==> src/design/owm_pkg.sv <==
`timescale 1ns / 1ps

package owm_pkg;

  localparam int CntWidth  = 10;
  localparam int BitWidth  = 4;
  localparam int ByteWidth = 8;
  localparam int CfgAddrWidth = 3;
  localparam int CfgDataWidth = 10;
  localparam int InDataWidth  = 16;
  localparam int OutDataWidth = 16;

  localparam logic [CntWidth-1:0] CntMax = 10'd1023;
  localparam logic [BitWidth-1:0] BitsPerByte = 4'd8;

  typedef enum logic [3:0] {
    PH_IDLE       = 4'd0,
    PH_RST_LOW    = 4'd1,
    PH_RST_REL    = 4'd2,
    PH_PRES_WAIT  = 4'd3,
    PH_PRES_END   = 4'd4,
    PH_SLOT_LOW   = 4'd5,
    PH_WR_HOLD    = 4'd6,
    PH_RD_SAMPLE  = 4'd7,
    PH_RD_RECOVER = 4'd8
  } phase_t;

  typedef enum logic [2:0] {
    OP_RESET      = 3'd0,
    OP_WRITE_BYTE = 3'd1,
    OP_READ_BYTE  = 3'd2,
    OP_WRITE_BIT  = 3'd3,
    OP_READ_BIT   = 3'd4
  } op_t;

  typedef enum logic [CfgAddrWidth-1:0] {
    REG_RESET_LOW     = 3'd0,
    REG_RESET_RELEASE = 3'd1,
    REG_PRESENCE_WAIT = 3'd2,
    REG_PRESENCE_END  = 3'd3,
    REG_SLOT_START    = 3'd4,
    REG_SLOT_HOLD     = 3'd5,
    REG_READ_SAMPLE   = 3'd6,
    REG_READ_RECOVER  = 3'd7
  } cfg_reg_t;

  localparam logic [9:0] ResetLowInit     = 10'd750;
  localparam logic [7:0] ResetReleaseInit = 8'd15;
  localparam logic [9:0] PresenceWaitInit = 10'd200;
  localparam logic [9:0] PresenceEndInit  = 10'd240;
  localparam logic [7:0] SlotStartInit    = 8'd2;
  localparam logic [7:0] SlotHoldInit     = 8'd60;
  localparam logic [7:0] ReadSampleInit   = 8'd12;
  localparam logic [7:0] ReadRecoverInit  = 8'd50;

  // first member sits in the highest bits
  typedef struct packed {
    logic                 tick_us;
    logic                 line_level;
    logic [ByteWidth-1:0] tx_byte;
    logic [2:0]           opcode;
    logic                 cmd_valid;
  } cmd_item_t;

  typedef struct packed {
    logic                 presence_fail;
    logic [ByteWidth-1:0] rx_byte;
    logic                 done_res;
    logic                 busy_res;
    logic                 drive_low;
  } result_item_t;

endpackage

==> src/design/one_wire_bus_master_top.sv <==
`timescale 1ns / 1ps

// 1-wire bus master, one item per clock: every input transfer carries a command
// slot, the sampled bus level and a microsecond tick strobe, and gives exactly one
// result transfer with the drive level and status after that item. The whole
// update is combinational between the state registers and a result register, so
// a new item is taken every cycle while the result register is empty or being
// taken (s_tready = !m_tvalid || m_tready). Bus timing is counted in ticks against
// the configuration registers, which take effect as soon as they are written.
module one_wire_bus_master_top (
  input  logic                                 clk,
  input  logic                                 rst,
  input  logic                                 s_tvalid,
  output logic                                 s_tready,
  // cmd_valid, opcode[2:0], tx_byte[7:0], line_level, tick_us, unused pad
  input  logic [owm_pkg::InDataWidth-1:0]      s_tdata,
  output logic                                 m_tvalid,
  input  logic                                 m_tready,
  // drive_low, busy_res, done_res, rx_byte[7:0], presence_fail, zero pad
  output logic [owm_pkg::OutDataWidth-1:0]     m_tdata,
  input  logic                                 cfg_we,
  input  logic [owm_pkg::CfgAddrWidth-1:0]     cfg_addr,
  input  logic [owm_pkg::CfgDataWidth-1:0]     cfg_data
);
  import owm_pkg::*;

  logic [9:0] reset_low_us;
  logic [7:0] reset_release_us;
  logic [9:0] presence_wait_max;
  logic [9:0] presence_end_max;
  logic [7:0] slot_start_us;
  logic [7:0] slot_hold_us;
  logic [7:0] read_sample_us;
  logic [7:0] read_recover_us;

  phase_t               phase, phase_next;
  logic [2:0]           current_op, current_op_next;
  logic [CntWidth-1:0]  us_counter, us_counter_next;
  logic [BitWidth-1:0]  bit_count, bit_count_next;
  logic [ByteWidth-1:0] shift_reg, shift_reg_next;
  logic                 drive_state, drive_state_next;

  result_item_t out_q;
  result_item_t res;
  cmd_item_t    cmd;
  logic         accept;

  logic [CntWidth-1:0]  cnt_tick;
  logic [CntWidth-1:0]  limit;
  logic                 timer_hit;
  logic                 seen;
  logic [BitWidth-1:0]  bit_inc;
  logic                 last_bit;
  logic                 is_read;

  assign cmd      = cmd_item_t'(s_tdata[$bits(cmd_item_t)-1:0]);
  assign s_tready = !m_tvalid || m_tready;
  assign accept   = s_tvalid && s_tready;

  always_ff @(posedge clk) begin
    if (rst) begin
      reset_low_us      <= ResetLowInit;
      reset_release_us  <= ResetReleaseInit;
      presence_wait_max <= PresenceWaitInit;
      presence_end_max  <= PresenceEndInit;
      slot_start_us     <= SlotStartInit;
      slot_hold_us      <= SlotHoldInit;
      read_sample_us    <= ReadSampleInit;
      read_recover_us   <= ReadRecoverInit;
    end else if (cfg_we) begin
      case (cfg_reg_t'(cfg_addr))
        REG_RESET_LOW:     reset_low_us      <= cfg_data;
        REG_RESET_RELEASE: reset_release_us  <= cfg_data[7:0];
        REG_PRESENCE_WAIT: presence_wait_max <= cfg_data;
        REG_PRESENCE_END:  presence_end_max  <= cfg_data;
        REG_SLOT_START:    slot_start_us     <= cfg_data[7:0];
        REG_SLOT_HOLD:     slot_hold_us      <= cfg_data[7:0];
        REG_READ_SAMPLE:   read_sample_us    <= cfg_data[7:0];
        REG_READ_RECOVER:  read_recover_us   <= cfg_data[7:0];
        default: ;
      endcase
    end
  end

  // saturating tick count and the one limit compare shared by all timed phases
  assign cnt_tick = (cmd.tick_us && us_counter < CntMax) ? us_counter + 1'b1 : us_counter;

  always_comb begin
    case (phase)
      PH_RST_LOW:    limit = reset_low_us;
      PH_RST_REL:    limit = {2'b00, reset_release_us};
      PH_PRES_WAIT:  limit = presence_wait_max;
      PH_PRES_END:   limit = presence_end_max;
      PH_SLOT_LOW:   limit = {2'b00, slot_start_us};
      PH_WR_HOLD:    limit = {2'b00, slot_hold_us};
      PH_RD_SAMPLE:  limit = {2'b00, read_sample_us};
      PH_RD_RECOVER: limit = {2'b00, read_recover_us};
      default:       limit = '0;
    endcase
  end

  assign timer_hit = cnt_tick >= limit;
  assign seen      = (phase == PH_PRES_WAIT) ? !cmd.line_level : cmd.line_level;
  assign bit_inc   = bit_count + 1'b1;
  assign last_bit  = current_op == OP_WRITE_BIT || current_op == OP_READ_BIT ||
                     bit_inc >= BitsPerByte;
  assign is_read   = current_op == OP_READ_BYTE || current_op == OP_READ_BIT;

  always_comb begin
    phase_next       = phase;
    current_op_next  = current_op;
    us_counter_next  = us_counter;
    bit_count_next   = bit_count;
    shift_reg_next   = shift_reg;
    drive_state_next = drive_state;
    res              = '0;

    case (phase)
      PH_IDLE: begin
        if (cmd.cmd_valid && cmd.opcode <= OP_READ_BIT) begin
          current_op_next  = cmd.opcode;
          bit_count_next   = '0;
          us_counter_next  = '0;
          drive_state_next = 1'b1;
          if (cmd.opcode == OP_RESET) begin
            shift_reg_next = '0;
            phase_next     = PH_RST_LOW;
          end else begin
            shift_reg_next = (cmd.opcode == OP_WRITE_BYTE || cmd.opcode == OP_WRITE_BIT) ?
                             cmd.tx_byte : '0;
            phase_next     = PH_SLOT_LOW;
          end
        end
      end
      PH_RST_LOW, PH_RST_REL: begin
        us_counter_next = cnt_tick;
        if (timer_hit) begin
          phase_next       = (phase == PH_RST_LOW) ? PH_RST_REL : PH_PRES_WAIT;
          us_counter_next  = '0;
          drive_state_next = 1'b0;
        end
      end
      PH_PRES_WAIT, PH_PRES_END: begin
        // the line is checked against the count before this item's tick
        if (seen && us_counter < limit) begin
          us_counter_next  = '0;
          drive_state_next = 1'b0;
          if (phase == PH_PRES_WAIT) begin
            phase_next = PH_PRES_END;
          end else begin
            phase_next   = PH_IDLE;
            res.done_res = 1'b1;
          end
        end else begin
          us_counter_next = cnt_tick;
          if (timer_hit) begin
            phase_next        = PH_IDLE;
            us_counter_next   = '0;
            drive_state_next  = 1'b0;
            res.done_res      = 1'b1;
            res.presence_fail = 1'b1;
          end
        end
      end
      PH_SLOT_LOW: begin
        us_counter_next = cnt_tick;
        if (timer_hit) begin
          us_counter_next = '0;
          if (is_read) begin
            phase_next       = PH_RD_SAMPLE;
            drive_state_next = 1'b0;
          end else begin
            phase_next       = PH_WR_HOLD;
            drive_state_next = !shift_reg[0];
          end
        end
      end
      PH_RD_SAMPLE: begin
        us_counter_next = cnt_tick;
        if (timer_hit) begin
          shift_reg_next   = {cmd.line_level, shift_reg[ByteWidth-1:1]};
          phase_next       = PH_RD_RECOVER;
          us_counter_next  = '0;
          drive_state_next = 1'b0;
        end
      end
      PH_WR_HOLD, PH_RD_RECOVER: begin
        us_counter_next = cnt_tick;
        if (timer_hit) begin
          if (phase == PH_WR_HOLD) begin
            shift_reg_next = {1'b0, shift_reg[ByteWidth-1:1]};
          end
          bit_count_next  = bit_inc;
          us_counter_next = '0;
          if (last_bit) begin
            phase_next       = PH_IDLE;
            drive_state_next = 1'b0;
            res.done_res     = 1'b1;
            if (phase == PH_RD_RECOVER) begin
              res.rx_byte = (current_op == OP_READ_BIT) ?
                            {{(ByteWidth-1){1'b0}}, shift_reg[ByteWidth-1]} : shift_reg;
            end
          end else begin
            // next slot opens in the very next item
            phase_next       = PH_SLOT_LOW;
            drive_state_next = 1'b1;
          end
        end
      end
      default: begin
        phase_next       = PH_IDLE;
        us_counter_next  = '0;
        drive_state_next = 1'b0;
      end
    endcase

    res.drive_low = drive_state_next;
    res.busy_res  = phase_next != PH_IDLE;
  end

  always_ff @(posedge clk) begin
    if (rst) begin
      phase       <= PH_IDLE;
      current_op  <= '0;
      us_counter  <= '0;
      bit_count   <= '0;
      shift_reg   <= '0;
      drive_state <= 1'b0;
    end else if (accept) begin
      phase       <= phase_next;
      current_op  <= current_op_next;
      us_counter  <= us_counter_next;
      bit_count   <= bit_count_next;
      shift_reg   <= shift_reg_next;
      drive_state <= drive_state_next;
    end
  end

  always_ff @(posedge clk) begin
    if (rst) begin
      m_tvalid <= 1'b0;
    end else if (accept) begin
      m_tvalid <= 1'b1;
    end else if (m_tready) begin
      m_tvalid <= 1'b0;
    end
  end

  always_ff @(posedge clk) begin
    if (accept) begin
      out_q <= res;
    end
  end

  assign m_tdata = {{(OutDataWidth-$bits(result_item_t)){1'b0}}, out_q};

  // a completing command always leaves the block idle
  a_done_not_busy: assert property (@(posedge clk) disable iff (rst)
    m_tvalid && out_q.done_res |-> !out_q.busy_res)
    else $error("done result still marked busy");

  // presence failure is only reported with a done
  a_fail_with_done: assert property (@(posedge clk) disable iff (rst)
    m_tvalid && out_q.presence_fail |-> out_q.done_res)
    else $error("presence_fail without done");

  // the bus is released whenever nothing is in progress
  a_idle_released: assert property (@(posedge clk) disable iff (rst)
    phase == PH_IDLE |-> !drive_state)
    else $error("bus driven low while idle");

  // a byte never runs past eight slots
  a_bit_count_range: assert property (@(posedge clk) disable iff (rst)
    bit_count <= BitsPerByte)
    else $error("bit count beyond a byte");

  // state only moves on a transfer
  a_state_holds: assert property (@(posedge clk) disable iff (rst)
    !accept |=> $stable(phase) && $stable(us_counter) && $stable(shift_reg))
    else $error("state changed without an input transfer");

endmodule
==> config.mk <==
export PLATFORM = sky130hd
export DESIGN_NAME = one_wire_bus_master_top
export DESIGN_NICKNAME = d
export VERILOG_FILES = /design/src/design/owm_pkg.sv /design/src/design/one_wire_bus_master_top.sv
export SDC_FILE = /design/constraint.sdc
export NUM_CORES = 1
export LEC_CHECK = 0
export BUFFER_PORTS_ARGS = -buffer_cell sky130_fd_sc_hd__buf_2
export CORE_MARGIN = 2
export CORE_UTILIZATION = 45
export CTS_CLUSTER_DIAMETER = 80
export DETAILED_ROUTE_END_ITERATION = 10
export PLACE_DENSITY_LB_ADDON = 0.15
export REMOVE_ABC_BUFFERS = 1
export SETUP_SLACK_MARGIN = 0.02
export SKIP_LAST_GASP = 1
export SLEW_MARGIN = 10
export SYNTH_ARGS = -nofsm -noshare
export SYNTH_HDL_FRONTEND = slang
export SYNTH_SLANG_ARGS = --single-unit
==> constraint.sdc <==
create_clock -name clk -period 11.1 [get_ports clk]
set_input_delay 0.555 -clock clk [delete_from_list [all_inputs] [get_ports clk]]
set_output_delay 0.555 -clock clk [all_outputs]
set_load 0.01 [all_outputs]
==> results of run 1 <==
## routing by layer
metal	part of all wire (%)	up-vias	track usage, %	wire length (um)
li1	-	2482	-	-
met1	45	2435	29.0	6850
met2	49	106	37.1	7410
met3	4.0	22	5.60	597
met4	1.5	0	7.51	221
met5	0	-	0	0
## path summary, 6_finish.rpt
check                        from                   end  slack, ns  depth (start not counted)
min                   cfg_data[9]       reset_low_us[9]       0.37                          2
max                      phase[3]         us_counter[1]       6.49                         13
min reg2reg  presence_wait_max[8]  presence_wait_max[8]       0.46                          2
max reg2reg              phase[3]         us_counter[1]       6.49                         13
## cell usage in the layout (no fill, tap or decap), types with 6 or more instances in the layout
cell type / netlist / layout
nand2_1: 131 / 131
dfxtp_1: 101 / 101
nor2_1: 68 / 68
a21oi_1: 49 / 49
buf_2: 6 / 45
mux2i_1: 33 / 33
o21ai_0: 27 / 27
ha_1: 21 / 21
nand3b_1: 20 / 20
clkbuf_16: 0 / 19
nor2b_1: 16 / 16
a211o_1: 15 / 15
and2_1: 13 / 13
edfxtp_1: 12 / 12
nand2b_1: 8 / 8
xnor2_1: 8 / 8
a22o_1: 7 / 7
a22oi_1: 7 / 7
or2_2: 6 / 6
and3_1: 6 / 6
nand3_1: 6 / 6
mux2_2: 6 / 6
## logic make-up (layout without fill, tap and decap cells)
logic type / after synthesis / in the layout
AO/OA/AOI/OAI: 151 / 151
XOR/XNOR: 13 / 13
adder cells (fa/ha/maj): 21 / 21
buffers and inverters: 54 / 85
flip-flops: 113 / 113
multiplexers: 39 / 39
other: 1 / 4
AND/OR/NAND/NOR: 303 / 303
## stage by stage
| step | util (%) | cell area [um2] |
|---|---|---|
| 2_1_floorplan | - | 5710 |
| 3_3_place_gp | 48.7 | 6190 |
| 3_5_place_dp | 48.7 | 6190 |
| 4_1_cts | 53.8 | 6850 |
| 5_1_grt | 53.8 | 6850 |
| 6_report | 53.8 | 6850 |
## final cells by class
type,instances,area (um2),area share [%]
Clock buffer,23,510,7.45
Clock inverter,8,145,2.12
Inverter,5,18.8,0.274
Multi-Input combinational cell,531,3320,48.5
Sequential cell,113,2380,34.8
Tap cell,172,215,3.14
Timing Repair Buffer,49,255,3.73
## power breakdown
part / switching [mW] / leakage (nW) / internal (mW)
combinational: 0.0916 / 1.45 / 0.0519
sequential: 0.0103 / 0.941 / 0.427
clock: 0.189 / 0.324 / 0.412
==> results.cfg, run 1 <==
[synth]
synth_xor_area_share_pct = 1.92
yosysTopAreaCell = dfxtp_1
ys_warn_count = 0
ys.flop_type = dfxtp_1
synthArstFlopShare_pct = 0
synth.most_common_cell = nand2_1
synth-edff-count = 12
ys_types = 62
yosys.area_share.simple_pct = 24.8
synthMuxAreaShare_pct = 6.72
syn_area_um2 = 5920
yosysSeqAreaShare_pct = 40.2
postSynthRegisterBits = 113
yosys.area.top_type_share_pct = 34.1
synthAdderAreaFrac_pct = 4.44
synth_compound_area_share_pct = 17.8
synthCells = 695
synth_top_family_by_area = simple AND/OR/NAND/NOR gates
avgSynthCellArea_um2 = 8.52
synth_area_leaders = dfxtp_1 (34%), nand2_1 (8.3%), edfxtp_1 (6.1%)
ys_top_cells_by_count = nand2_1 (131), dfxtp_1 (101), nor2_1 (68), a21oi_1 (49), mux2i_1 (33)

[setup_path]
startpoint_type = flip-flop
crit_type = flip-flop to flip-flop
worstPathArrival_ns = 4.97
cp-end-kind = flip-flop
path_common_cell = a21oi_1
critPathMaxStageDelay_ns = 0.80
cp_max_fo = 21
required_ns = 11.46
path_buf_inv = 0
crit_family = simple AND/OR/NAND/NOR gates
path_cells = nand3b_1 > nor2_1 > a221oi_1 > o21ai_0 > a21oi_1 > ha_1 > a21o_1 > a21oi_1 > o211ai_1 > and2_1 > nor4_2 > and3_1 > a22o_1
cpMaxStageDelayCell = dfxtp_1

[clock_network]
holdBufCountCts = 0
cts_buffers = 17
worstSkewPairLatency_ns = 0.42
cts-root-buf = clkbuf_16
clkTransAtPathRegs_ns = 0.05
postCtsSetupRepairBufs = 0
cts_resized = 0
cts_tree = done
htreeDepth = 4
clock-sinks = 113
cts_buffer_depth = 2

[flow_run]
cap_violations = 0

[timing]
tightest_slew_ns = 1.07
clock_skew_ns = 0.00640
worst_slack_ns = 6.49
hold_viol = 0
slew_headroom_pct = 28.6
period_share_pct = 41.5
fmax_mhz = 217
finalSetupTns_ns = 0
period_minus_slack_ns = 4.61
slew_viol_final = 0
finalSetupViolCount = 0
hold_ws_ns = 0.367
rsz0062_at_grt = false

[finish]
antennaDiodeCount = 0
nNetsFinal = 772
fin_cells = 901
n_fill_cell = 1223
area_growth_pct = 15.6
largest_reg_flops = 12
drive_above_1_share_pct = 14.3

[route]
vias = 5045
wire_per_inst_um = 16.7
ant_nets = 0
dr.pass1.iters = 5
drt-initial-drc-count = 353
vias_per_cell = 5.60
drt-total-wl_um = 15100
drc = 0

[grt]
antenna_found_initial = 0
grt_pass1_wl_um = 25200
grt-ovfl-total = 0
grt_usage_pct = 22.6
grt_pass1_vias = 4969
grt_max_degree = 89

[floorplanning]
io_pins = 52
die_area_um2 = 14100
core_um2 = 12700
initial_core_util_pct = 46.6
num_rows = 41
die_h_um = 119
die-width_um = 119

[place]
pre_cts_ws_ns = 6.56
hpwl_um = 10400
dp.cells = 870
port_buffers = 45
finalWeightedCongestion = 0.818

[run_status]
status = complete, no violations

[pwr]
leakage_nw = 2.71
power.density_nw_per_um2 = 173
fin_total_pwr_mw = 1.18
ir_drop_v = 0.000119

[hold_path]
hp-class = input port to flip-flop
Power figures use the tool's default switching activity.
==> run 2: changes to the inputs <==
--- a/config.mk
+++ b/config.mk
@@ -5,6 +5,7 @@
 export SDC_FILE = /design/constraint.sdc
 export NUM_CORES = 1
 export LEC_CHECK = 0
+export ABC_AREA = 1
 export BUFFER_PORTS_ARGS = -buffer_cell sky130_fd_sc_hd__buf_2
 export CORE_MARGIN = 2
 export CORE_UTILIZATION = 45
==> constraint.sdc (replaced) <==
create_clock -name clk -period 4.2 [get_ports clk]
set_input_delay 0.21 -clock clk [delete_from_list [all_inputs] [get_ports clk]]
set_output_delay 0.21 -clock clk [all_outputs]
set_load 0.01 [all_outputs]
==> results.cfg, run 2 <==
[run_status]
status = complete, no violations

[grt]
grt_usage_pct = 23.4
grt-ovfl-total = 0
grt_pass1_wl_um = 24500
grt_max_degree = 71
grt_pass1_vias = 5077
antenna_found_initial = 0

[route]
vias = 5390
drc = 0
ant_nets = 0
wire_per_inst_um = 14.6
drt-total-wl_um = 15100
dr.pass1.iters = 5
drt-initial-drc-count = 344
vias_per_cell = 5.22

[pwr]
power.density_nw_per_um2 = 452
pwr-share-clk_pct = 45.7
switchingPower_uw = 871
seq_power_share_pct = 38.9
fin_total_pwr_mw = 3.02
swShare_pct = 28.8
combPwrFrac_pct = 15.4
intPower_mw = 2.15
leakage_nw = 3.08
ir_drop_v = 0.000292

[setup_path]
cpMaxStageDelayCell = a311oi_4
worstPathArrival_ns = 4.27
path_buf_inv = 3
r2r_cells = 16
crit_family = compound AO/OA/AOI/OAI gates
startpoint_type = flip-flop
crit_type = flip-flop to flip-flop
path_cells = nor2_4 > nand2_1 > inv_1 > buf_4 > nand2_1 > nand4_1 > a2111oi_1 > buf_4 > ha_1 > nand2_1 > nor2_1 > o211ai_1 > nand4_2 > a311oi_4 > nand3_1 > a21oi_1
cp.depth = 16
path_common_cell = nand2_1
cp_max_fo = 10
required_ns = 4.55
critPathMaxStageDelay_ns = 0.59
cp-end-kind = flip-flop

[clock_network]
cts_resized = 0
holdBufCountCts = 0
postCtsSetupRepairBufs = 0
cts_buffer_depth = 2
cts-root-buf = clkbuf_16
cts_buffers = 17
cts_tree = done
worstSkewPairLatency_ns = 0.43
htreeDepth = 4
clock-sinks = 113
clkTransAtPathRegs_ns = 0.06

[timing]
finalSetupViolCount = 0
clock_skew_ns = 0.00887
tightest_slew_ns = 0.929
rsz0062_at_grt = false
period_share_pct = 93.4
hold_viol = 0
slew_viol_final = 0
period_minus_slack_ns = 3.92
slew_headroom_pct = 37.8
finalSetupTns_ns = 0
fmax_mhz = 255

[synth]
synth.most_common_cell = nand2_1
postSynthRegisterBits = 113
synth_area_leaders = dfxtp_1 (35%), nand2_1 (11%), nor2_1 (9.5%)
synthMuxAreaShare_pct = 0
ys.flop_type = dfxtp_1
synth_top_family_by_area = simple AND/OR/NAND/NOR gates
synthAdderAreaFrac_pct = 4.58
synth_xor_area_share_pct = 1.68
avgSynthCellArea_um2 = 7.17
ys_top_cells_by_count = nand2_1 (165), nor2_1 (145), dfxtp_1 (101), inv_1 (67), o21ai_0 (65)
syn_area_um2 = 5740
synthArstFlopShare_pct = 0
ys_types = 42
synth-edff-count = 12
ys_warn_count = 0
synth_compound_area_share_pct = 14.5
yosys.area.top_type_share_pct = 35.2
yosysTopAreaCell = dfxtp_1
synthCells = 800
yosysSeqAreaShare_pct = 41.5
yosys.area_share.simple_pct = 29.8

[finish]
final_cell_mix = nand2_1 (165), nor2_1 (145), dfxtp_1 (101)
largest_reg_flops = 12
drive_above_1_share_pct = 12.3
n_fill_cell = 1238
final_common_cell = nand2_1
nNetsFinal = 903
area_growth_pct = 16.6
antennaDiodeCount = 0

[floorplanning]
die_area_um2 = 13700
initial_core_util_pct = 45.8
die-width_um = 117
die_h_um = 117
num_rows = 41
core_um2 = 12500
io_pins = 52

[place]
port_buffers = 45
hpwl_um = 10600
finalWeightedCongestion = 0.950

[flow_run]
cap_violations = 0

[hold_path]
hold_depth = 3
hp-class = input port to flip-flop
[run 2: cell count changes in the layout (fill, tap and decap cells not counted), moves of 33 or more]
| cell | delta |
|---|---|
| nor2_1 | +77 |
| o21ai_0 | +38 |
| inv_1 | +61 |
| mux2i_1 | -33 |
| nand3_1 | +54 |
| nand2_1 | +34 |
[run 2: power by group through the flow]
stage | sequential, mW | clock [mW] | combinational, mW
2_1_floorplan | 1.20 | 0 | 0.289
3_3_place_gp | 1.20 | 0 | 0.450
3_5_place_dp | 1.20 | 0 | 0.461
4_1_cts | 1.18 | 1.40 | 0.466
5_1_grt | 1.18 | 1.45 | 0.524
6_report | 1.18 | 1.38 | 0.466
[run 2: cell families after synthesis]
logic type / Yosys count
other: 1
and+or+nand+nor: 404
adders and majority gates: 21
AOI/OAI and AO/OA: 139
xor gates and xnor gates: 11
buffers and inverters: 111
DFF: 113
[run 2: worst paths after layout]
kind / start / end / slack, ns
worst min-delay path: cfg_data[9] / reset_low_us[9] / 0.03
worst max register to register: phase[2] / us_counter[4] / 0.28
worst min register to register: presence_end_max[1] / presence_end_max[1] / 0.45
worst max-delay path: phase[2] / us_counter[4] / 0.28
[run 2: area by class of cell]
class / count / area, um2 / area share [%]
Multi-Input combinational cell: 579 / 2910 / 43.6
Timing Repair Buffer: 57 / 315 / 4.71
Clock inverter: 12 / 105 / 1.57
Tap cell: 172 / 215 / 3.22
Sequential cell: 113 / 2380 / 35.6
Inverter: 80 / 300 / 4.49
Clock buffer: 20 / 458 / 6.84
[run 2: worst min-delay path, delay by kind of cell]
family | cells | cell delay [ns]
AOI/OAI and AO/OA | 1 | 0.07
buffers and inverters | 1 | 0.10
and+or+nand+nor | 1 | 0.05
[run 2: routing by layer]
metal	wire (um)	track usage (%)
met5	0	0
met4	446	10.3
met3	914	6.33
met2	7120	39.0
met1	6640	28.4
[run 2: per-stage QoR]
step | hold WS (ns) | area (um2) | cells | utilization (%) | worst slack [ns]
after floorplan | 0.279 | 5600 | 772 | - | 0.941
after global placement | 0.434 | 6130 | 1001 | 48.9 | 0.351
after detailed placement | 0.443 | 6130 | 1001 | 48.9 | 0.293
after CTS | 0.0287 | 6690 | 1033 | 53.4 | 0.157
after global routing | 0.0501 | 6690 | 1033 | 53.4 | 0.140
final | 0.0344 | 6690 | 1033 | 53.4 | 0.276
==> run 3: changes to the inputs <==
--- a/config.mk
+++ b/config.mk
@@ -11,6 +11,7 @@
 export CORE_UTILIZATION = 45
 export CTS_CLUSTER_DIAMETER = 80
 export DETAILED_ROUTE_END_ITERATION = 10
+export GPL_ROUTABILITY_DRIVEN = 0
 export PLACE_DENSITY_LB_ADDON = 0.15
 export REMOVE_ABC_BUFFERS = 1
 export SETUP_SLACK_MARGIN = 0.02
==> constraint.sdc (replaced) <==
create_clock -name clk -period 4.2 [get_ports clk]
set_input_delay 0.21 -clock clk [delete_from_list [all_inputs] [get_ports clk]]
set_output_delay 0.21 -clock clk [all_outputs]
set_load 0.05 [all_outputs]
==> results.cfg, run 3 (same netlist as run 2, synthesis figures left out) <==
[pwr]
power.density_nw_per_um2 = 461
intPower_mw = 2.20
leakage_nw = 3.08
fin_total_pwr_mw = 3.09
combPwrFrac_pct = 16.1
switchingPower_uw = 883
seq_power_share_pct = 38.1
swShare_pct = 28.6
ir_drop_v = 0.000269
pwr-share-clk_pct = 45.8

[finish]
multi_input_area_um2 = 2910
area_growth_pct = 16.7
final_cell_mix = nand2_1 (165), nor2_1 (145), dfxtp_1 (101)
nNetsFinal = 902
antennaDiodeCount = 0
largest_reg_flops = 12
drive_above_1_share_pct = 11.9
n_fill_cell = 1217
final_core_util_pct = 53.5
layout.area.seq_um2 = 2380
fin_cells = 1032
final_common_cell = nand2_1

[timing]
rsz0062_at_grt = false
clock_skew_ns = 0.0118
slew_viol_final = 0
period_share_pct = 91.5
worst_slack_ns = 0.359
fmax_mhz = 260
finalSetupViolCount = 0
period_minus_slack_ns = 3.84
finalSetupTns_ns = 0
tightest_slew_ns = 0.948
slew_headroom_pct = 36.6
hold_viol = 0

[setup_path]
startpoint_type = flip-flop
cp-end-kind = flip-flop
worstPathArrival_ns = 4.02
cp_max_fo = 7
crit_type = flip-flop to flip-flop
required_ns = 4.37

[place]
dp.cells = 1000
hpwl_um = 10600
pre_cts_ws_ns = 0.246
port_buffers = 45

[floorplanning]
num_rows = 41
io_pins = 52
core_um2 = 12500
die_area_um2 = 13700
die_h_um = 117
die-width_um = 117
initial_core_util_pct = 45.8

[clock_network]
cts-root-buf = clkbuf_16
htreeDepth = 4
cts_buffers = 17
cts_buffer_depth = 2
clkTransAtPathRegs_ns = 0.06
cts_tree = done
postCtsSetupRepairBufs = 0
clock-sinks = 113
worstSkewPairLatency_ns = 0.42

[grt]
grt_pass1_wl_um = 24300
antenna_found_initial = 0
grt-ovfl-total = 0
grt_usage_pct = 23.1
grt_pass1_vias = 4960
grt_max_degree = 80

[run_status]
violations = design-rule violations
status = finished with violations

[route]
drc = 1
vias = 5455
wire_per_inst_um = 14.6
drt-total-wl_um = 15100
vias_per_cell = 5.29
drt-initial-drc-count = 440
dr.pass1.iters = 9
ant_nets = 0

[hold_path]
hp-class = input port to flip-flop

[flow_run]
cap_violations = 0
## run 3: changes by cell type in the layout (fill, tap and decap cells not counted), sizes merged
cell,before,now
clkinv,11,9
clkbuf,20,23
buf,57,56
bufinv,1,2
inv,79,77
## run 3: layout make-up
type | instances | area share, %
multi-input cells | 579 | 43.5
flip-flops and latches | 113 | 35.6
clock buffers | 23 | 7.01
repair buffers | 56 | 4.60
inverters | 80 | 4.49
well taps | 172 | 3.22
clock inverters | 9 | 1.55
## run 3: routing by layer
layer,vias up,global-route usage [%],part of all wire (%)
li1,2731,-,-
met1,2539,28.9,45
met2,157,39.0,48
met3,28,5.05,5.5
met4,0,8.47,1.7
met5,-,0,0
## run 3: through the flow
stage | hold slack, ns | area, um2
3_3_place_gp | 0.435 | 6120
6_report | 0.0432 | 6690
5_1_grt | 0.0544 | 6690
4_1_cts | 0.0407 | 6690
2_1_floorplan | 0.279 | 5600
3_5_place_dp | 0.440 | 6120
## run 3: timing repair
item | 4_1_cts | 5_1_grt
setup endpoints to repair | 0 | 11
gates resized for setup | 0 | 1
endpoints found under the hold margin | 0 | 0
hold buffers | 0 | 0
## run 3: path summary, 6_finish.rpt
check | startpoint | end | slack [ns] | cells after the start
worst min register to register | presence_end_max[1] | presence_end_max[1] | 0.45 | 2
worst min-delay path | cfg_data[9] | presence_end_max[9] | 0.04 | 3
worst max-delay path | phase[1] | m_tdata[1] | 0.36 | 19
worst max register to register | phase[1] | m_tdata[1] | 0.36 | 19
## run 3: critical path: stages, from the launching register on
cell and delay (ns):
dfxtp_1 0.43, nor2_1 0.13, nand2_1 0.17, inv_1 0.14
buf_4 0.18, nand2_1 0.06, nand4_1 0.13, a2111oi_1 0.54
buf_4 0.21, ha_1 0.23, nand2_1 0.10, nor2_1 0.06
o211ai_1 0.16, nand4_2 0.29, nand2_1 0.13, inv_1 0.07
nor4_1 0.25, nand2_1 0.14, nor2_1 0.12, nand2_1 0.07
## run 3: power by group through the flow
stage                     logic (mW)  clock network [mW]  registers, mW
after floorplan                0.297                   0           1.23
after global placement         0.482                   0           1.20
after detailed placement       0.493                   0           1.20
after CTS                      0.496                1.42           1.18
after global routing           0.556                1.48           1.18
final                          0.498                1.41           1.18
